## config.mk

```make
export PLATFORM = sky130hd
export DESIGN_NAME = pclrm_ctrl
export DESIGN_NICKNAME = d
export VERILOG_FILES = /design/src/hw/rtl/per_channel_latency_rate_monitor_top_macros.svh /design/src/hw/rtl/pclrm_pkg.sv /design/src/hw/rtl/pclrm_ctrl.sv
export SDC_FILE = /design/constraint.sdc
export NUM_CORES = 1
export LEC_CHECK = 0
export ABC_AREA = 1
export BUFFER_PORTS_ARGS = -buffer_cell sky130_fd_sc_hd__buf_2
export CAP_MARGIN = 20
export CORE_UTILIZATION = 55
export CTS_BUF_LIST = sky130_fd_sc_hd__clkbuf_8
export CTS_CLUSTER_DIAMETER = 100
export DETAILED_ROUTE_END_ITERATION = 10
export HOLD_SLACK_MARGIN = 0.03
export PLACE_DENSITY_LB_ADDON = 0.08
export SYNTH_ARGS = -nofsm -noshare
export SYNTH_HDL_FRONTEND = slang
export SYNTH_SLANG_ARGS = --single-unit
```

## constraint.sdc

```tcl
create_clock -name clk -period 2 [get_ports clk]
set_input_delay 0.2 -clock clk [delete_from_list [all_inputs] [get_ports clk]]
set_output_delay 0.2 -clock clk [all_outputs]
set_load 0.05 [all_outputs]
```

## src/hw/rtl/per_channel_latency_rate_monitor_top_macros.svh

```systemverilog
// Assertion macros for the latency and rate monitor RTL, used by pclrm_dp.
// Depends on nothing; users provide clk and rst_n in scope.
`ifndef PER_CHANNEL_LATENCY_RATE_MONITOR_TOP_MACROS_SVH
`define PER_CHANNEL_LATENCY_RATE_MONITOR_TOP_MACROS_SVH

// same-cycle implication
`define PCLRM_ASSERT_IMP(lbl, ante, cons, msg) \
  lbl: assert property (@(posedge clk) disable iff (!rst_n) (ante) |-> (cons)) else $error(msg);

// next-cycle implication
`define PCLRM_ASSERT_NXT(lbl, ante, cons, msg) \
  lbl: assert property (@(posedge clk) disable iff (!rst_n) (ante) |=> (cons)) else $error(msg);

`endif

```

## src/hw/rtl/pclrm_pkg.sv

```systemverilog
// Package for the latency and rate monitor: constants, command codes, structs.
// Used by the datapath, controller and top; depends on nothing.
package pclrm_pkg;

  localparam int NUM_CH = 6;
  localparam logic [2:0] CH_MAX = 3'(NUM_CH - 1);
  localparam logic [31:0] FALLBACK_HZ = 32'd216000000;
  localparam logic [19:0] US_PER_S = 20'd1000000;
  localparam logic [9:0] MS_PER_S = 10'd1000;

  // event kinds
  localparam logic [1:0] FN_IRQ = 2'd0;
  localparam logic [1:0] FN_READ = 2'd1;
  localparam logic [1:0] FN_SNAP = 2'd2;

  // register indexes
  localparam logic [1:0] REG_PERIOD = 2'd0;
  localparam logic [1:0] REG_HZ = 2'd1;
  localparam logic [1:0] REG_USABLE = 2'd2;

  // span selects
  localparam logic [1:0] SEL_IRQ_READ = 2'd0;
  localparam logic [1:0] SEL_READ = 2'd1;
  localparam logic [1:0] SEL_SNAP = 2'd2;

  // datapath operations
  localparam logic [3:0] OP_NONE = 4'd0;
  localparam logic [3:0] OP_LATCH = 4'd1;
  localparam logic [3:0] OP_IRQ = 4'd2;
  localparam logic [3:0] OP_READ_PRE = 4'd3;
  localparam logic [3:0] OP_SNAP_PRE = 4'd4;
  localparam logic [3:0] OP_DIFF = 4'd5;
  localparam logic [3:0] OP_MUL = 4'd6;
  localparam logic [3:0] OP_DIV_SPAN = 4'd7;
  localparam logic [3:0] OP_ACC = 4'd8;
  localparam logic [3:0] OP_REP_START = 4'd9;
  localparam logic [3:0] OP_FPS_MUL = 4'd10;
  localparam logic [3:0] OP_DIV_FPS = 4'd11;
  localparam logic [3:0] OP_TAKE_FPS = 4'd12;
  localparam logic [3:0] OP_DIV_MEAN = 4'd13;
  localparam logic [3:0] OP_TAKE_MEAN = 4'd14;
  localparam logic [3:0] OP_LINE = 4'd15;

  typedef struct packed {
    logic [3:0] op;
    logic [1:0] sel;
    logic [2:0] ch;
    logic [1:0] k;
  } cmd_t;

  typedef struct packed {
    logic [1:0] func;
    logic idx_ok;
    logic [2:0] idx;
    logic [NUM_CH-1:0] stamp_nz;
    logic [5:0] flags;
    logic [5:0] mask;
    logic usable;
    logic due;
    logic div_busy;
    logic out_full;
  } stat_t;

  typedef struct packed {
    logic [15:0] period;
    logic [31:0] hz;
    logic usable;
  } cfg_t;

  typedef struct packed {
    logic last;
    logic [31:0] dropped;
    logic [31:0] snap_us;
    logic [31:0] read_us;
    logic [31:0] irq_read_us;
    logic [31:0] fps;
    logic [2:0] sensor;
  } line_t;

endpackage

```

## src/hw/rtl/pclrm_ctrl.sv

```systemverilog
// Controller: sequences one item through spans, accumulation and report lines.
// Depends on pclrm_pkg; drives the datapath by command.
module pclrm_ctrl (
  input  logic             clk,
  input  logic             rst_n,
  input  logic             in_valid,
  output logic             in_ready,
  input  pclrm_pkg::stat_t stat,
  output pclrm_pkg::cmd_t  cmd
);

  localparam logic [4:0] S_IDLE = 5'd0;
  localparam logic [4:0] S_DISP = 5'd1;
  localparam logic [4:0] S_RD_IRQ = 5'd2;
  localparam logic [4:0] S_RD_TIME = 5'd3;
  localparam logic [4:0] S_SP_MUL = 5'd4;
  localparam logic [4:0] S_SP_DIV = 5'd5;
  localparam logic [4:0] S_SP_WAIT = 5'd6;
  localparam logic [4:0] S_SP_ACC = 5'd7;
  localparam logic [4:0] S_SN_CHK = 5'd8;
  localparam logic [4:0] S_SN_NEXT = 5'd9;
  localparam logic [4:0] S_REP = 5'd10;
  localparam logic [4:0] S_LN_CHK = 5'd11;
  localparam logic [4:0] S_FPS_DIV = 5'd12;
  localparam logic [4:0] S_FPS_WAIT = 5'd13;
  localparam logic [4:0] S_M_DIV = 5'd14;
  localparam logic [4:0] S_M_WAIT = 5'd15;
  localparam logic [4:0] S_LINE = 5'd16;

  logic [4:0] state_r, state_nxt, ret_r, ret_nxt;
  logic [1:0] sel_r, sel_nxt, k_r, k_nxt;
  logic [2:0] ch_r, ch_nxt;

  assign in_ready = state_r == S_IDLE;

  // next state and command
  always_comb begin
    state_nxt = state_r;
    ret_nxt = ret_r;
    sel_nxt = sel_r;
    k_nxt = k_r;
    ch_nxt = ch_r;
    cmd.op = pclrm_pkg::OP_NONE;
    cmd.sel = sel_r;
    cmd.ch = ch_r;
    cmd.k = k_r;
    case (state_r)
      S_IDLE: begin
        if (in_valid) begin
          cmd.op = pclrm_pkg::OP_LATCH;
          state_nxt = S_DISP;
        end
      end
      S_DISP: begin
        state_nxt = S_IDLE;
        case (stat.func)
          pclrm_pkg::FN_IRQ: if (stat.idx_ok) cmd.op = pclrm_pkg::OP_IRQ;
          pclrm_pkg::FN_READ: begin
            if (stat.idx_ok) begin
              cmd.op = pclrm_pkg::OP_READ_PRE;
              state_nxt = S_RD_IRQ;
            end
          end
          pclrm_pkg::FN_SNAP: begin
            cmd.op = pclrm_pkg::OP_SNAP_PRE;
            ch_nxt = 3'd0;
            state_nxt = S_SN_CHK;
          end
          default: state_nxt = S_IDLE;
        endcase
      end
      S_RD_IRQ: begin
        if (stat.stamp_nz[stat.idx]) begin
          cmd.op = pclrm_pkg::OP_DIFF;
          cmd.sel = pclrm_pkg::SEL_IRQ_READ;
          sel_nxt = pclrm_pkg::SEL_IRQ_READ;
          ret_nxt = S_RD_TIME;
          state_nxt = S_SP_MUL;
        end else begin
          state_nxt = S_RD_TIME;
        end
      end
      S_RD_TIME: begin
        cmd.op = pclrm_pkg::OP_DIFF;
        cmd.sel = pclrm_pkg::SEL_READ;
        sel_nxt = pclrm_pkg::SEL_READ;
        ret_nxt = S_REP;
        state_nxt = S_SP_MUL;
      end
      S_SP_MUL: begin
        if (stat.usable) begin
          cmd.op = pclrm_pkg::OP_MUL;
          state_nxt = S_SP_DIV;
        end else begin
          state_nxt = S_SP_ACC;
        end
      end
      S_SP_DIV: begin
        cmd.op = pclrm_pkg::OP_DIV_SPAN;
        state_nxt = S_SP_WAIT;
      end
      S_SP_WAIT: if (!stat.div_busy) state_nxt = S_SP_ACC;
      S_SP_ACC: begin
        cmd.op = pclrm_pkg::OP_ACC;
        state_nxt = ret_r;
      end
      S_SN_CHK: begin
        if (stat.flags[ch_r] && stat.stamp_nz[ch_r]) begin
          cmd.op = pclrm_pkg::OP_DIFF;
          cmd.sel = pclrm_pkg::SEL_SNAP;
          sel_nxt = pclrm_pkg::SEL_SNAP;
          ret_nxt = S_SN_NEXT;
          state_nxt = S_SP_MUL;
        end else begin
          state_nxt = S_SN_NEXT;
        end
      end
      S_SN_NEXT: begin
        if (ch_r == pclrm_pkg::CH_MAX) begin
          state_nxt = S_REP;
        end else begin
          ch_nxt = ch_r + 3'd1;
          state_nxt = S_SN_CHK;
        end
      end
      S_REP: begin
        state_nxt = S_IDLE;
        if (stat.due) begin
          cmd.op = pclrm_pkg::OP_REP_START;
          ch_nxt = 3'd0;
          state_nxt = S_LN_CHK;
        end
      end
      S_LN_CHK: begin
        if (stat.mask[ch_r]) begin
          cmd.op = pclrm_pkg::OP_FPS_MUL;
          state_nxt = S_FPS_DIV;
        end else if (ch_r == pclrm_pkg::CH_MAX) begin
          state_nxt = S_IDLE;
        end else begin
          ch_nxt = ch_r + 3'd1;
        end
      end
      S_FPS_DIV: begin
        cmd.op = pclrm_pkg::OP_DIV_FPS;
        state_nxt = S_FPS_WAIT;
      end
      S_FPS_WAIT: begin
        if (!stat.div_busy) begin
          cmd.op = pclrm_pkg::OP_TAKE_FPS;
          k_nxt = 2'd0;
          state_nxt = S_M_DIV;
        end
      end
      S_M_DIV: begin
        cmd.op = pclrm_pkg::OP_DIV_MEAN;
        state_nxt = S_M_WAIT;
      end
      S_M_WAIT: begin
        if (!stat.div_busy) begin
          cmd.op = pclrm_pkg::OP_TAKE_MEAN;
          if (k_r == 2'd2) begin
            state_nxt = S_LINE;
          end else begin
            k_nxt = k_r + 2'd1;
            state_nxt = S_M_DIV;
          end
        end
      end
      S_LINE: begin
        if (!stat.out_full) begin
          cmd.op = pclrm_pkg::OP_LINE;
          if (ch_r == pclrm_pkg::CH_MAX || (stat.mask >> (ch_r + 3'd1)) == 6'd0) begin
            state_nxt = S_IDLE;
          end else begin
            ch_nxt = ch_r + 3'd1;
            state_nxt = S_LN_CHK;
          end
        end
      end
      default: state_nxt = S_IDLE;
    endcase
  end

  always_ff @(posedge clk) begin
    if (!rst_n) begin
      state_r <= S_IDLE;
    end else begin
      state_r <= state_nxt;
    end
    ret_r <= ret_nxt;
    sel_r <= sel_nxt;
    k_r <= k_nxt;
    ch_r <= ch_nxt;
  end

endmodule

```

* Yosys cells after proc, flatten, opt, wreduce, memory -nomap -nowiden
Index checks and enable logic that the tools add are counted.
Word-level totals: register bits after elaboration 17, input port bits 31
Cells by class: $add $sub $neg 2, order comparisons 2, equality and inequality tests 33, shift-type cells 1, muxes and demuxes 56, reductions and logical operators 12
Operators with widths (count):
- one-hot mux 5 bit (17 select lines) | 1
- two-way mux 5 bit | 12
- one-hot mux 4 bit (15 select lines) | 1
- equality test 5 x 4 -> 1 bit, second input constant | 8
- two-way mux 4 bit | 8
- two-way mux 3 bit | 8
- != test 2 bit, second input constant | 11
- equality test 5 x 3 -> 1 bit, second input constant | 4
- two-way mux 2 bit | 10
- one-hot mux 3 bit (5 select lines) | 1
- one-hot mux 5 bit (3 select lines) | 1
- binary-select mux 1 bit (select 3 bit) | 4
- one-hot mux 2 bit (3 select lines) | 2
- AND reduction 6 bit | 2
- equality test 5 x 2 -> 1 bit, second input constant | 2
- one-hot mux 3 bit (3 select lines) | 1
- < comparator 3 x 4 -> 1 bit, second input constant | 2
- one-hot mux 4 bit (2 select lines) | 1
- logical NOT 6 bit | 1
- >> shifter 6 x 3 -> 6 bit | 1
- equality test 5 x 1 -> 1 bit, second input constant | 1
- equality test 5 bit, second input constant | 1
- logical NOT 5 bit | 1
- two-way mux 1 bit | 5
- 16 further kinds | 17

* Depth between registers and ports, before layout
Gate-level depths: netlist of run 1.
depth after elaboration 7, gate-level depth with buffers 12

* Least setup slack after synthesis of run 1
OpenSTA, ideal clock, no wires.
path type reg-to-reg, start point reg ch_r[1], end point reg ch_r[0] (enable), library setup time 0.371 ns, arrival 1.888 ns, data required time 1.629 ns, path slack -0.260 ns, stages on the path, launching flop included 9, path buffers 0, cells stage by stage edfxtp_1 -> inv_1 -> ha_1 -> nand2_1 -> nand2_1 -> nand2_1 -> nand3_1 -> a21oi_1 -> nor4_1
Between the ends: cells in the longest elaborated chain, start to end 6
RTL lines:
- start: declaration | line pclrm_ctrl.sv:32 | logic [2:0] ch_r, ch_nxt;
- start signal: assignment | line pclrm_ctrl.sv:194 | ch_r <= ch_nxt;
- adder 3 x 1 -> 3 bit | line pclrm_ctrl.sv:173 | if (ch_r == pclrm_pkg::CH_MAX || (stat.mask >> (ch_r + 3'd1)) == 6'd0) begin
- >> shifter 6 x 3 -> 6 bit | line pclrm_ctrl.sv:173
- logical NOT 6 bit | line pclrm_ctrl.sv:173
- logical OR 1 bit | line pclrm_ctrl.sv:173
- != test 2 bit (no line)
- AND reduction 6 bit (no line) *
Mark *: on every way between the ends. The rest lies on a longest branch, timed or not. The select of a mux whose other input is x is not followed. A chain may end at the register's enable or synchronous reset.

==> report_table.html, run 1 <==
<table>
<tr><th>Metric</th><th>Value</th></tr>
<tr><th colspan="2">Synth</th></tr>
<tr><td>Fraction of the mapped netlist area in compound gates</td><td>10.13%</td></tr>
<tr><td>Number of warnings printed during yosys synthesis</td><td>0</td></tr>
<tr><td>Asr flop ratio synth</td><td>0%</td></tr>
<tr><td>Dominant combinational cell family by area after synthesis</td><td>simple AND/OR/NAND/NOR gates</td></tr>
<tr><td>Most used standard cells in the synthesized netlist</td><td>sky130_fd_sc_hd__nand2_1, sky130_fd_sc_hd__nand3_1, sky130_fd_sc_hd__inv_1, sky130_fd_sc_hd__nor2_1, sky130_fd_sc_hd__a21oi_1</td></tr>
<tr><td>Fraction of synthesized cell area taken by the top area cell type</td><td>18.56%</td></tr>
<tr><td>Total of flip-flops plus latches after synthesis</td><td>15</td></tr>
<tr><td>Sequential share of the synthesized area</td><td>24.75%</td></tr>
<tr><td>Number of enable-type register cells in the synthesized netlist</td><td>10</td></tr>
<tr><td>Avg Synthesized Cell Area</td><td>6.394 um2</td></tr>
<tr><td>Net count of the mapped netlist</td><td>292</td></tr>
<tr><td>Most common cell in the synthesized netlist</td><td>sky130_fd_sc_hd__nand2_1</td></tr>
<tr><td>Fraction of synthesized area in multiplexers</td><td>0%</td></tr>
<tr><td>Post-Synth Simple-Gate Area</td><td>between 40% and 50%</td></tr>
<tr><td>Adder and majority cell fraction of the synthesized area</td><td>6.187%</td></tr>
<tr><td>Top FF cell, synth</td><td>sky130_fd_sc_hd__edfxtp_1</td></tr>
<tr><td>Leading post-synthesis cells by cell area</td><td>sky130_fd_sc_hd__edfxtp_1, sky130_fd_sc_hd__nand2_1, sky130_fd_sc_hd__nand3_1, sky130_fd_sc_hd__inv_1, sky130_fd_sc_hd__dfxtp_1</td></tr>
<tr><td>Cell type contributing the most total cell area after synthesis</td><td>sky130_fd_sc_hd__edfxtp_1</td></tr>
<tr><td>Number of distinct library cells after synthesis</td><td>27</td></tr>
<tr><td>Post-Synthesis Cell Area</td><td>around 1600 um2</td></tr>
<tr><td>Number of cells produced by synthesis</td><td>around 250</td></tr>
<tr><td>Parity-gate share of the synthesized area counting xor and xnor cells</td><td>0%</td></tr>
<tr><th colspan="2">Setup path</th></tr>
<tr><td>Critical path launch point type</td><td>register</td></tr>
<tr><td>Sequence of cells on the critical path</td><td>inv_4 -&gt; nand2_2 -&gt; nor2_2 -&gt; nand2_2 -&gt; or2_4 -&gt; o211ai_1 -&gt; nor2_1 -&gt; nand2_1 -&gt; buf_6</td></tr>
<tr><td>Critical Path Slowest Stage Cell</td><td>sky130_fd_sc_hd__dfxtp_4</td></tr>
<tr><td>CP max FO</td><td>5</td></tr>
<tr><td>Worst endpoint required time</td><td>1800 ps</td></tr>
<tr><td>Register-to-register setup slack</td><td>~80 ps</td></tr>
<tr><td>Critical Path AT</td><td>1750 ps</td></tr>
<tr><td>Crit end category</td><td>output pin</td></tr>
<tr><td>Family of cells with the greatest summed delay on the critical path</td><td>simple AND/OR/NAND/NOR gates</td></tr>
<tr><td>Worst setup path category</td><td>register to output pin</td></tr>
<tr><td>Maximum cell stage delay along the critical path</td><td>~370 ps</td></tr>
<tr><td>Critical path's most frequent cell</td><td>sky130_fd_sc_hd__nand2_2</td></tr>
<tr><td>Count of buffering cells on the critical path with inverters included</td><td>2</td></tr>
<tr><th colspan="2">GRT</th></tr>
<tr><td>Largest net degree at the start of global routing</td><td>10</td></tr>
<tr><td>Sum of overflow across all layers after global routing</td><td>0</td></tr>
<tr><td>Via count of the first global-routing pass</td><td>1752</td></tr>
<tr><td>Wire length of the first global-routing pass</td><td>7555 um</td></tr>
<tr><td>Initial antenna violation count</td><td>0</td></tr>
<tr><td>Global-route usage over all layers</td><td>between 30% and 40%</td></tr>
<tr><th colspan="2">Place</th></tr>
<tr><td>Weighted congestion reported at the end of routability-driven placement</td><td>1.027</td></tr>
<tr><td>Instance count after placement with tap cells included</td><td>330</td></tr>
<tr><td>Placed inst area</td><td>approximately 1900 um2</td></tr>
<tr><td>Quantity of I/O buffers inserted on ports</td><td>42</td></tr>
<tr><td>Post-detailed-placement half-perimeter wirelength</td><td>3595 um</td></tr>
<tr><th colspan="2">STA</th></tr>
<tr><td>Number of endpoints failing setup at the final stage</td><td>0</td></tr>
<tr><td>Tightest Pin Transition</td><td>approximately 380 ps</td></tr>
<tr><td>Final critical path time including I/O delays and setup</td><td>around 2000 ps</td></tr>
<tr><td>Worst Skew</td><td>8.564 ps</td></tr>
<tr><td>Final Hold Violating Endpoints</td><td>0</td></tr>
<tr><td>Timing-limited maximum frequency</td><td>512.5 MHz</td></tr>
<tr><td>Worst slew slack as a fraction of its limit</td><td>74.25%</td></tr>
<tr><td>Max Slew Vio Count</td><td>0</td></tr>
<tr><td>Part of the cycle the worst path needs</td><td>97.57%</td></tr>
<tr><td>Setup repair after global routing missed its margin</td><td>true</td></tr>
<tr><th colspan="2">Clock tree</th></tr>
<tr><td>Quantity of hold-fixing buffers added after cts</td><td>0</td></tr>
<tr><td>Number of buffers created by CTS</td><td>3</td></tr>
<tr><td>CTS tree</td><td>built</td></tr>
<tr><td>H-tree lvl count</td><td>1</td></tr>
<tr><td>Max Buffers Root-to-Sink</td><td>2</td></tr>
<tr><td>Clock network latency to the later pin of the worst-skew pair</td><td>250 ps</td></tr>
<tr><td>Clock Root Buffer</td><td>sky130_fd_sc_hd__clkbuf_8</td></tr>
<tr><td>Worst-path clk slew</td><td>70 ps</td></tr>
<tr><td>Number of sinks on the clock net</td><td>15</td></tr>
<tr><th colspan="2">Pwr</th></tr>
<tr><td>PwrDens</td><td>between 600 and 700 nW/um2</td></tr>
<tr><td>Overall power</td><td>1.357 mW</td></tr>
<tr><td>Clock group share of total power</td><td>a little under a fifth</td></tr>
<tr><td>Internal power</td><td>0.7495 mW</td></tr>
<tr><td>Proportion of power drawn by flip-flops and latches</td><td>29.9%</td></tr>
<tr><td>Power dissipated by switching net loads</td><td>0.6072 mW</td></tr>
<tr><td>Static leakage power</td><td>1.150 nW</td></tr>
<tr><td>Worst ir drop on vdd</td><td>0.6704 mV</td></tr>
<tr><td>Net switching share of the total power</td><td>44.76%</td></tr>
<tr><td>Fraction of power consumed by combinational cells</td><td>between 50% and 60%</td></tr>
<tr><th colspan="2">Floorplan</th></tr>
<tr><td>Die area</td><td>3162 um2</td></tr>
<tr><td>Std cell rows</td><td>19</td></tr>
<tr><td>Vertical extent of the die</td><td>56.24 um</td></tr>
<tr><td>Number of top-level pins</td><td>43</td></tr>
<tr><td>Core region area</td><td>2781 um2</td></tr>
<tr><td>Die width</td><td>56.24 um</td></tr>
<tr><td>Starting density of the core</td><td>58.16%</td></tr>
<tr><th colspan="2">Outcome</th></tr>
<tr><td>Run status</td><td>complete, no violations</td></tr>
<tr><th colspan="2">Routing</th></tr>
<tr><td>First-iteration detailed-routing DRC count</td><td>88</td></tr>
<tr><td>Antenna-violating nets left</td><td>0</td></tr>
<tr><td>Drt first pass iters</td><td>4</td></tr>
<tr><td>Routed via count</td><td>1853</td></tr>
<tr><td>Routed length per instance</td><td>13.63 um</td></tr>
<tr><td>Wire length reported by the detailed router</td><td>4660 um</td></tr>
<tr><td>Drt via density</td><td>5.418</td></tr>
<tr><td>Post-route DRC</td><td>0</td></tr>
<tr><th colspan="2">Final layout</th></tr>
<tr><td>Sequential cell area</td><td>416.7 um2</td></tr>
<tr><td>Ant. Diodes</td><td>0</td></tr>
<tr><td>Layout Cell Area excl Fill</td><td>2192 um2</td></tr>
<tr><td>Fraction of layout cells with a size suffix above 1</td><td>38.59%</td></tr>
<tr><td>End-of-flow core utilization</td><td>78.81%</td></tr>
<tr><td>Net count of the finished layout</td><td>351</td></tr>
<tr><td>Post-layout instance count excluding filler cells</td><td>342</td></tr>
<tr><td>Fillcell total</td><td>221</td></tr>
<tr><td>Synthesis-to-layout area growth</td><td>35.50%</td></tr>
<tr><td>Total area of multi-input combinational cells</td><td>1162 um2</td></tr>
<tr><th colspan="2">Min path</th></tr>
<tr><td>Worst min path class</td><td>input pin to register</td></tr>
<tr><th colspan="2">Job</th></tr>
<tr><td>Max-cap viol count</td><td>0</td></tr>
</table>
## final cells by class
type / instances / share of cell area [%]
Clock buffer: 3 / 1.884
Sequential cell: 15 / 19.01
Clock inverter: 1 / 0.1712
Multi-Input combinational cell: 193 / 53.02
Inverter: 43 / 7.705
Tap cell: 31 / 1.769
Timing Repair Buffer: 56 / 16.44
## kinds of logic after synthesis
| group | count (synthesis) |
|---|---|
| buf+inv | 45 |
| simple gates | 156 |
| compound gates | 29 |
| flops | 15 |
| fa+ha+maj | 8 |
## worst register-to-register path: stages (launching register included)
cell and delay [ps]:
sky130_fd_sc_hd__edfxtp_1 400, sky130_fd_sc_hd__buf_4 180, sky130_fd_sc_hd__ha_1 210, sky130_fd_sc_hd__nand2_1 80, sky130_fd_sc_hd__nand2_1 50, sky130_fd_sc_hd__a21oi_1 190
sky130_fd_sc_hd__a21oi_1 150, sky130_fd_sc_hd__nor4_4 340
## metrics by stage
stage               TNS, ps  hold slack (ps)  worst slack (ps)
finish                    0            258.7             48.67
global route         -74.99            276.2            -54.52
CTS                       0            254.6             14.39
detailed placement        0            510.9             66.46
global placement          0            505.7             90.07
floorplan            -406.5            377.3            -135.5
## timing repair
item,4_1_cts,5_1_grt
endpoints found under the hold margin,0,0
pin swaps,5,6
resized for setup,21,30
buffers inserted,7,1
endpoints found under the setup margin,6,9
## registers in the layout, indices dropped and copies added, names as in the netlist
signal / flops
state_r: 5
k_r: 2
ret_r: 3
sel_r: 2
ch_r: 3
## power by group through the flow
stage               registers [mW]  clock network [mW]  logic, mW
floorplan                    0.413                   0      0.422
detailed placement           0.401                   0      0.587
global placement             0.399                   0      0.587
global route                 0.408               0.260      0.759
CTS                          0.396               0.245      0.633
finish                       0.405               0.250      0.702
## cells in the final DEF (no fill, tap or decap), types with 2 or more instances in the layout
| master | count |
|---|---|
| sky130_fd_sc_hd__dfxtp_4 | 4 |
| sky130_fd_sc_hd__nand3b_1 | 2 |
| sky130_fd_sc_hd__nand3_1 | 33 |
| sky130_fd_sc_hd__nor2_4 | 11 |
| sky130_fd_sc_hd__o21ai_0 | 4 |
| sky130_fd_sc_hd__nand3_2 | 8 |
| sky130_fd_sc_hd__inv_2 | 8 |
| sky130_fd_sc_hd__nor2_2 | 5 |
| sky130_fd_sc_hd__edfxtp_1 | 10 |
| sky130_fd_sc_hd__ha_1 | 7 |
| sky130_fd_sc_hd__o21ai_2 | 3 |
| sky130_fd_sc_hd__nor3_1 | 4 |
| sky130_fd_sc_hd__clkbuf_8 | 3 |
| sky130_fd_sc_hd__buf_2 | 36 |
| sky130_fd_sc_hd__o21ai_1 | 5 |
| sky130_fd_sc_hd__buf_6 | 6 |
| sky130_fd_sc_hd__a21oi_1 | 11 |
| sky130_fd_sc_hd__nor2_1 | 17 |
| sky130_fd_sc_hd__nand2_2 | 9 |
| sky130_fd_sc_hd__inv_4 | 3 |
| sky130_fd_sc_hd__nand2_1 | 58 |
| sky130_fd_sc_hd__nand2_4 | 2 |
| sky130_fd_sc_hd__buf_4 | 13 |
| sky130_fd_sc_hd__o211ai_1 | 5 |
| sky130_fd_sc_hd__inv_1 | 33 |
## path summary, 6_finish.rpt
kind              startpoint         end  cells past startpoint
setup / recovery  state_r[4]      cmd[8]                      9
hold / removal         rst_n  state_r[1]                      3
setup reg to reg     ch_r[0]     ch_r[0]                      7
hold reg to reg   state_r[0]  state_r[0]                      2
## metal layers
layer | track usage, % | up-vias | routed length [um]
met5 | 0 | - | 0
met4 | 11.15 | 0 | 125
met3 | 5.116 | 16 | 276
met2 | 52.04 | 76 | 2284
met1 | 38.72 | 820 | 1974
li1 | - | 941 | -
No activity file was read; power rests on OpenSTA's default activity.
==> inputs of run 2 (changes only) <==
Settings changed: PLACE_DENSITY from default to 0.83, PLACE_DENSITY_LB_ADDON 0.08 to default.
==> report_table.html, run 2 (same netlist as run 1, synthesis figures left out) <==
<table>
<tr><th>Metric</th><th>Value</th></tr>
<tr><th colspan="2">Clock tree</th></tr>
<tr><td>Max Buffers Root-to-Sink</td><td>2</td></tr>
<tr><td>Clock network latency to the later pin of the worst-skew pair</td><td>260 ps</td></tr>
<tr><td>Number of buffers created by CTS</td><td>3</td></tr>
<tr><td>Clock Root Buffer</td><td>sky130_fd_sc_hd__clkbuf_8</td></tr>
<tr><td>CTS tree</td><td>built</td></tr>
<tr><td>Quantity of hold-fixing buffers added after cts</td><td>0</td></tr>
<tr><td>Number of sinks on the clock net</td><td>15</td></tr>
<tr><td>H-tree lvl count</td><td>1</td></tr>
<tr><td>Worst-path clk slew</td><td>roughly 70 ps</td></tr>
<tr><th colspan="2">GRT</th></tr>
<tr><td>Global-route usage over all layers</td><td>about 30%</td></tr>
<tr><td>Initial antenna violation count</td><td>0</td></tr>
<tr><td>Via count of the first global-routing pass</td><td>1685</td></tr>
<tr><td>Largest net degree at the start of global routing</td><td>11</td></tr>
<tr><td>Wire length of the first global-routing pass</td><td>7162 um</td></tr>
<tr><td>Sum of overflow across all layers after global routing</td><td>0</td></tr>
<tr><th colspan="2">Final layout</th></tr>
<tr><td>Net count of the finished layout</td><td>356</td></tr>
<tr><td>Top flop regs</td><td>state_r x5, ch_r x3, ret_r x3</td></tr>
<tr><td>Synthesis-to-layout area growth</td><td>36.74%</td></tr>
<tr><td>Top reg by flops</td><td>state_r</td></tr>
<tr><td>End-of-flow core utilization</td><td>79.53%</td></tr>
<tr><td>Fillcell total</td><td>~200</td></tr>
<tr><td>Fraction of layout cells with a size suffix above 1</td><td>39.87%</td></tr>
<tr><td>Commonest non-fill, non-tap cell in the layout</td><td>sky130_fd_sc_hd__nand2_1</td></tr>
<tr><td>Flip-flop count of the largest register, all copies and words added</td><td>5</td></tr>
<tr><td>Ant. Diodes</td><td>0</td></tr>
<tr><td>Commonest cells after routing, fill and taps aside</td><td>sky130_fd_sc_hd__nand2_1, sky130_fd_sc_hd__buf_2, sky130_fd_sc_hd__inv_1, sky130_fd_sc_hd__nand3_1</td></tr>
<tr><th colspan="2">Pwr</th></tr>
<tr><td>Overall power</td><td>1.384 mW</td></tr>
<tr><td>Static leakage power</td><td>1.179 nW</td></tr>
<tr><td>PwrDens</td><td>~630 nW/um2</td></tr>
<tr><td>Worst ir drop on vdd</td><td>between 0.6 and 0.7 mV</td></tr>
<tr><th colspan="2">Min path</th></tr>
<tr><td>Worst min path class</td><td>input pin to register</td></tr>
<tr><td>End point of the most critical hold path</td><td>state_r[3]</td></tr>
<tr><td>Startpoint of the tightest hold check path</td><td>rst_n</td></tr>
<tr><td>Worst Hold Depth</td><td>3</td></tr>
<tr><th colspan="2">STA</th></tr>
<tr><td>Number of endpoints failing setup at the final stage</td><td>2</td></tr>
<tr><td>Timing-limited maximum frequency</td><td>498.7 MHz</td></tr>
<tr><td>Max Slew Vio Count</td><td>0</td></tr>
<tr><td>Part of the cycle the worst path needs</td><td>100.3%</td></tr>
<tr><td>Worst slew slack as a fraction of its limit</td><td>80.10%</td></tr>
<tr><td>Setup repair after global routing missed its margin</td><td>true</td></tr>
<tr><td>Worst Skew</td><td>approximately 4.3 ps</td></tr>
<tr><td>Final critical-path setup slack</td><td>-5.109 ps</td></tr>
<tr><td>Tightest Pin Transition</td><td>295.4 ps</td></tr>
<tr><td>Final critical path time including I/O delays and setup</td><td>approximately 2000 ps</td></tr>
<tr><td>Final Hold Violating Endpoints</td><td>0</td></tr>
<tr><th colspan="2">Setup path</th></tr>
<tr><td>CP max FO</td><td>6</td></tr>
<tr><td>Worst setup path category</td><td>register to output pin</td></tr>
<tr><td>Critical register-to-register path endpoint</td><td>ch_r[0]</td></tr>
<tr><td>Worst endpoint required time</td><td>between 1500 and 2000 ps</td></tr>
<tr><td>Critical Path AT</td><td>1810 ps</td></tr>
<tr><td>Critical path launch point type</td><td>register</td></tr>
<tr><td>Worst flop-to-flop path startpoint</td><td>ch_r[0]</td></tr>
<tr><td>Crit end category</td><td>output pin</td></tr>
<tr><td>Worst Reg2Reg Path Length in Cells</td><td>8</td></tr>
<tr><td>Register-to-register setup slack</td><td>50 ps</td></tr>
<tr><th colspan="2">Routing</th></tr>
<tr><td>Drt via density</td><td>5.542</td></tr>
<tr><td>First-iteration detailed-routing DRC count</td><td>150</td></tr>
<tr><td>Routed length per instance</td><td>around 14 um</td></tr>
<tr><td>Routed via count</td><td>1923</td></tr>
<tr><td>Drt first pass iters</td><td>6</td></tr>
<tr><td>Antenna-violating nets left</td><td>0</td></tr>
<tr><td>Wire length reported by the detailed router</td><td>4882 um</td></tr>
<tr><td>Post-route DRC</td><td>0</td></tr>
<tr><th colspan="2">Place</th></tr>
<tr><td>Quantity of I/O buffers inserted on ports</td><td>42</td></tr>
<tr><td>Post-detailed-placement half-perimeter wirelength</td><td>3529 um</td></tr>
<tr><td>Weighted congestion reported at the end of routability-driven placement</td><td>1.026</td></tr>
<tr><th colspan="2">Floorplan</th></tr>
<tr><td>Core region area</td><td>2781 um2</td></tr>
<tr><td>Starting density of the core</td><td>58.16%</td></tr>
<tr><td>Std cell rows</td><td>19</td></tr>
<tr><td>Vertical extent of the die</td><td>56.24 um</td></tr>
<tr><td>Number of top-level pins</td><td>43</td></tr>
<tr><td>Die area</td><td>3162 um2</td></tr>
<tr><td>Die width</td><td>between 50 and 60 um</td></tr>
<tr><th colspan="2">Outcome</th></tr>
<tr><td>Violations in the final reports</td><td>negative setup slack</td></tr>
<tr><td>Run status</td><td>complete, but fails checks</td></tr>
<tr><th colspan="2">Job</th></tr>
<tr><td>Max-cap viol count</td><td>0</td></tr>
</table>
[run 2: repair_timing]
item / CTS / global route
gates cloned: 0 / 1
gates resized for setup: 13 / 38
buffers inserted: 1 / 10
hold endpoints to repair: 0 / 0
pin swaps: 1 / 14
endpoints found under the setup margin: 6 / 9
[run 2: stage by stage]
step	worst slack, ps	instance area [um2]	std cells	hold WS, ps	TNS, ps
3_3_place_gp	73.69	1917	331	499.2	0
6_report	-5.109	2212	347	266.1	-8.219
4_1_cts	6.710	1994	336	240.7	0
5_1_grt	-67.42	2212	347	293.6	-257.4
3_5_place_dp	27.04	1917	331	514.3	0
2_1_floorplan	-135.5	1632	253	377.3	-406.5
[run 2: cell type report]
cell class                      instances  area [um2]  area share [%]
Timing Repair Buffer                   61       391.6           17.70
Sequential cell                        15       416.7           18.83
Tap cell                               31       38.79           1.753
Clock inverter                          1       3.754          0.1697
Inverter                               43       171.4           7.749
Multi-Input combinational cell        193        1149           51.92
Clock buffer                            3       41.29           1.867
[run 2: worst max-delay path by stage]
stage	startpoint	cells after the start	slack [ps]	end
floorplan	ch_r[1]	8	-140	ch_r[0]
global placement	ch_r[0]	5	70	ch_r[1]
detailed placement	ch_r[0]	7	30	ch_r[0]
CTS	state_r[4]	9	7	cmd[8]
global route	state_r[1]	11	-70	cmd[7]
finish	state_r[3]	8	-5	cmd[9]
[run 2: metal layers]
layer  up-vias  track usage, %  wire length, um
met5         -               0                0
met4         0           10.80              113
met3        14           3.721              428
met2       105           50.34             2337
met1       852           37.17             2003
li1        952               -                -
[run 2: critical path, cell delays in order, from the launching register on]
cell	delay, ps
sky130_fd_sc_hd__dfxtp_4	390
sky130_fd_sc_hd__nor2_4	160
sky130_fd_sc_hd__nand3_2	100
sky130_fd_sc_hd__or2_1	250
sky130_fd_sc_hd__o21ai_1	150
sky130_fd_sc_hd__nand3b_1	170
sky130_fd_sc_hd__nor3_1	60
sky130_fd_sc_hd__nand3_1	110
sky130_fd_sc_hd__buf_6	170
[run 2: power by group]
group          internal [mW]  total, mW  switching, mW
Sequential             0.367      0.410         0.0435
Combinational          0.256      0.719          0.463
Clock                  0.137      0.255          0.118
==> inputs of run 3 (changes only) <==
==> constraint.sdc (replaced) <==
create_clock -name clk -period 2 [get_ports clk]
set_input_delay 0.3 -clock clk [delete_from_list [all_inputs] [get_ports clk]]
set_output_delay 0.3 -clock clk [all_outputs]
set_load 0.05 [all_outputs]
==> report_table.html, run 3 (same netlist as run 1, synthesis figures left out) <==
<table>
<tr><th>Metric</th><th>Value</th></tr>
<tr><th colspan="2">Setup path</th></tr>
<tr><td>Critical Path Slowest Stage Cell</td><td>sky130_fd_sc_hd__edfxtp_1</td></tr>
<tr><td>Maximum cell stage delay along the critical path</td><td>490 ps</td></tr>
<tr><td>Family of cells with the greatest summed delay on the critical path</td><td>flip-flops</td></tr>
<tr><td>Count of buffering cells on the critical path with inverters included</td><td>2</td></tr>
<tr><td>Critical path launch point type</td><td>register</td></tr>
<tr><td>Critical Path AT</td><td>1770 ps</td></tr>
<tr><td>Sequence of cells on the critical path</td><td>buf_6 -&gt; o211ai_1 -&gt; nand2_2 -&gt; a21boi_4 -&gt; nand3_4 -&gt; buf_8</td></tr>
<tr><td>Worst endpoint required time</td><td>1700 ps</td></tr>
<tr><td>CP max FO</td><td>4</td></tr>
<tr><td>Worst setup path category</td><td>register to output pin</td></tr>
<tr><td>Crit end category</td><td>output pin</td></tr>
<tr><td>Timing startpoint of the critical path</td><td>ch_r[0]</td></tr>
<tr><td>Worst flop-to-flop path startpoint</td><td>ch_r[0]</td></tr>
<tr><th colspan="2">STA</th></tr>
<tr><td>Part of the cycle the worst path needs</td><td>103.7%</td></tr>
<tr><td>Final Hold Violating Endpoints</td><td>0</td></tr>
<tr><td>Worst Skew</td><td>4.688 ps</td></tr>
<tr><td>Final critical path time including I/O delays and setup</td><td>2073 ps</td></tr>
<tr><td>Tightest Pin Transition</td><td>~370 ps</td></tr>
<tr><td>Fin Hold WS</td><td>356.5 ps</td></tr>
<tr><td>Final critical-path setup slack</td><td>-73.46 ps</td></tr>
<tr><td>Max Slew Vio Count</td><td>0</td></tr>
<tr><td>Setup repair after global routing missed its margin</td><td>true</td></tr>
<tr><td>Number of endpoints failing setup at the final stage</td><td>9</td></tr>
<tr><td>Timing-limited maximum frequency</td><td>482.3 MHz</td></tr>
<tr><td>Post-route setup TNS</td><td>-438.8 ps</td></tr>
<tr><td>Worst slew slack as a fraction of its limit</td><td>roughly three quarters</td></tr>
<tr><th colspan="2">Final layout</th></tr>
<tr><td>Layout Cell Area excl Fill</td><td>2545 um2</td></tr>
<tr><td>Fraction of layout cells with a size suffix above 1</td><td>52.27%</td></tr>
<tr><td>Flip-flop count of the largest register, all copies and words added</td><td>5</td></tr>
<tr><td>Commonest non-fill, non-tap cell in the layout</td><td>sky130_fd_sc_hd__nand2_1</td></tr>
<tr><td>Fillcell total</td><td>120</td></tr>
<tr><td>Top flop regs</td><td>state_r x5, ch_r x3, ret_r x3</td></tr>
<tr><td>Synthesis-to-layout area growth</td><td>57.31%</td></tr>
<tr><td>Commonest cells after routing, fill and taps aside</td><td>sky130_fd_sc_hd__nand2_1, sky130_fd_sc_hd__buf_2, sky130_fd_sc_hd__inv_1, sky130_fd_sc_hd__nand3_1, sky130_fd_sc_hd__buf_4</td></tr>
<tr><td>Ant. Diodes</td><td>0</td></tr>
<tr><td>Net count of the finished layout</td><td>371</td></tr>
<tr><td>Top reg by flops</td><td>state_r</td></tr>
<tr><th colspan="2">Outcome</th></tr>
<tr><td>Run status</td><td>complete, but fails checks</td></tr>
<tr><td>Violations in the final reports</td><td>negative setup slack</td></tr>
<tr><th colspan="2">Routing</th></tr>
<tr><td>Routed length per instance</td><td>19.14 um</td></tr>
<tr><td>Drt via density</td><td>6.138</td></tr>
<tr><td>Wire length reported by the detailed router</td><td>6927 um</td></tr>
<tr><td>First-iteration detailed-routing DRC count</td><td>251</td></tr>
<tr><td>Drt first pass iters</td><td>5</td></tr>
<tr><td>Antenna-violating nets left</td><td>0</td></tr>
<tr><td>Routed via count</td><td>2222</td></tr>
<tr><td>Post-route DRC</td><td>0</td></tr>
<tr><th colspan="2">Clock tree</th></tr>
<tr><td>Max Buffers Root-to-Sink</td><td>2</td></tr>
<tr><td>Clock Root Buffer</td><td>sky130_fd_sc_hd__clkbuf_8</td></tr>
<tr><td>CTS tree</td><td>built</td></tr>
<tr><td>Worst-path clk slew</td><td>roughly 70 ps</td></tr>
<tr><td>Quantity of hold-fixing buffers added after cts</td><td>0</td></tr>
<tr><td>Clock network latency to the later pin of the worst-skew pair</td><td>260 ps</td></tr>
<tr><td>Number of sinks on the clock net</td><td>15</td></tr>
<tr><td>H-tree lvl count</td><td>1</td></tr>
<tr><td>Number of buffers created by CTS</td><td>3</td></tr>
<tr><th colspan="2">Job</th></tr>
<tr><td>Max-cap viol count</td><td>0</td></tr>
<tr><th colspan="2">GRT</th></tr>
<tr><td>Sum of overflow across all layers after global routing</td><td>0</td></tr>
<tr><td>Global-route usage over all layers</td><td>33.46%</td></tr>
<tr><td>Largest net degree at the start of global routing</td><td>9</td></tr>
<tr><td>Wire length of the first global-routing pass</td><td>8155 um</td></tr>
<tr><td>Initial antenna violation count</td><td>0</td></tr>
<tr><td>Via count of the first global-routing pass</td><td>1825</td></tr>
<tr><th colspan="2">Floorplan</th></tr>
<tr><td>Die width</td><td>around 56 um</td></tr>
<tr><td>Core region area</td><td>2781 um2</td></tr>
<tr><td>Starting density of the core</td><td>58.16%</td></tr>
<tr><td>Vertical extent of the die</td><td>56.24 um</td></tr>
<tr><td>Die area</td><td>3162 um2</td></tr>
<tr><td>Std cell rows</td><td>19</td></tr>
<tr><td>Number of top-level pins</td><td>43</td></tr>
<tr><th colspan="2">Place</th></tr>
<tr><td>Weighted congestion reported at the end of routability-driven placement</td><td>about 1.0</td></tr>
<tr><td>Placed inst area</td><td>a little over 2000 um2</td></tr>
<tr><td>Post-detailed-placement half-perimeter wirelength</td><td>3896 um</td></tr>
<tr><td>Quantity of I/O buffers inserted on ports</td><td>42</td></tr>
<tr><th colspan="2">Min path</th></tr>
<tr><td>Worst min path class</td><td>input pin to register</td></tr>
<tr><td>Startpoint of the tightest hold check path</td><td>stat[0]</td></tr>
<tr><th colspan="2">Pwr</th></tr>
<tr><td>Worst ir drop on vdd</td><td>0.6482 mV</td></tr>
<tr><td>Static leakage power</td><td>1.305 nW</td></tr>
<tr><td>Overall power</td><td>1.557 mW</td></tr>
<tr><td>PwrDens</td><td>611.6 nW/um2</td></tr>
</table>
## run 3: changes by cell type in the layout (fill, tap and decap cells not counted), moves of 3 or more
cell,delta
sky130_fd_sc_hd__a21oi_1,-3
sky130_fd_sc_hd__buf_4,+10
sky130_fd_sc_hd__buf_6,+3
sky130_fd_sc_hd__inv_1,-4
sky130_fd_sc_hd__inv_2,+4
sky130_fd_sc_hd__nand2_1,-12
sky130_fd_sc_hd__nand2_2,+7
sky130_fd_sc_hd__nand2_4,+5
sky130_fd_sc_hd__nand3_1,-5
sky130_fd_sc_hd__nand3_2,+4
## run 3: stage by stage
stage               utilization [%]  setup WS (ps)  cells
finish                        91.50         -73.46    362
CTS                           80.25         -6.897    352
detailed placement            73.05         -26.92    337
floorplan                         -         -58.31    253
global route                  91.50         -161.2    362
global placement              73.05          34.00    337
## run 3: power by group
group          internal [mW]  switching, mW
combinational          0.324          0.560
clock                  0.137          0.118
sequential             0.366         0.0517
## run 3: worst paths after layout
check | to | slack [ps] | cells after the start
max | cmd[10] | -70 | 6
min | state_r[4] | 360 | 3
max reg2reg | ch_r[2] | -30 | 7
min reg2reg | state_r[4] | 590 | 2
## run 3: layout make-up
class	instances	area [um2]	share of cell area [%]
Sequential cell	15	419.2	16.47
Multi-Input combinational cell	193	1328	52.16
Timing Repair Buffer	76	545.5	21.44
Tap cell	31	38.79	1.524
Clock buffer	3	41.29	1.622
Clock inverter	1	3.754	0.1475
Inverter	43	168.9	6.637
## run 3: what timing repair did
item,CTS,global route
gates resized for setup,29,61
setup buffers,11,10
endpoints found under the setup margin,6,6
pin swaps,7,17
hold endpoints to repair,0,0
## run 3: layer usage
metal  up-vias  track usage [%]  wire length, um  part of all wire, %
met1      1017            41.29             2530                   37
li1        977                -                -                    -
met5         -                0                0                    0
met4         0            15.33              464                  6.7
met2       171            58.33             3343                   48
met3        57            3.488              590                  8.5
## run 3: tightest hold or removal path: cells and delay by family
kind	cells	cell delay [ps]
buffers and inverters	1	110
AND/OR/NAND/NOR	1	90
AO/OA/AOI/OAI	1	70
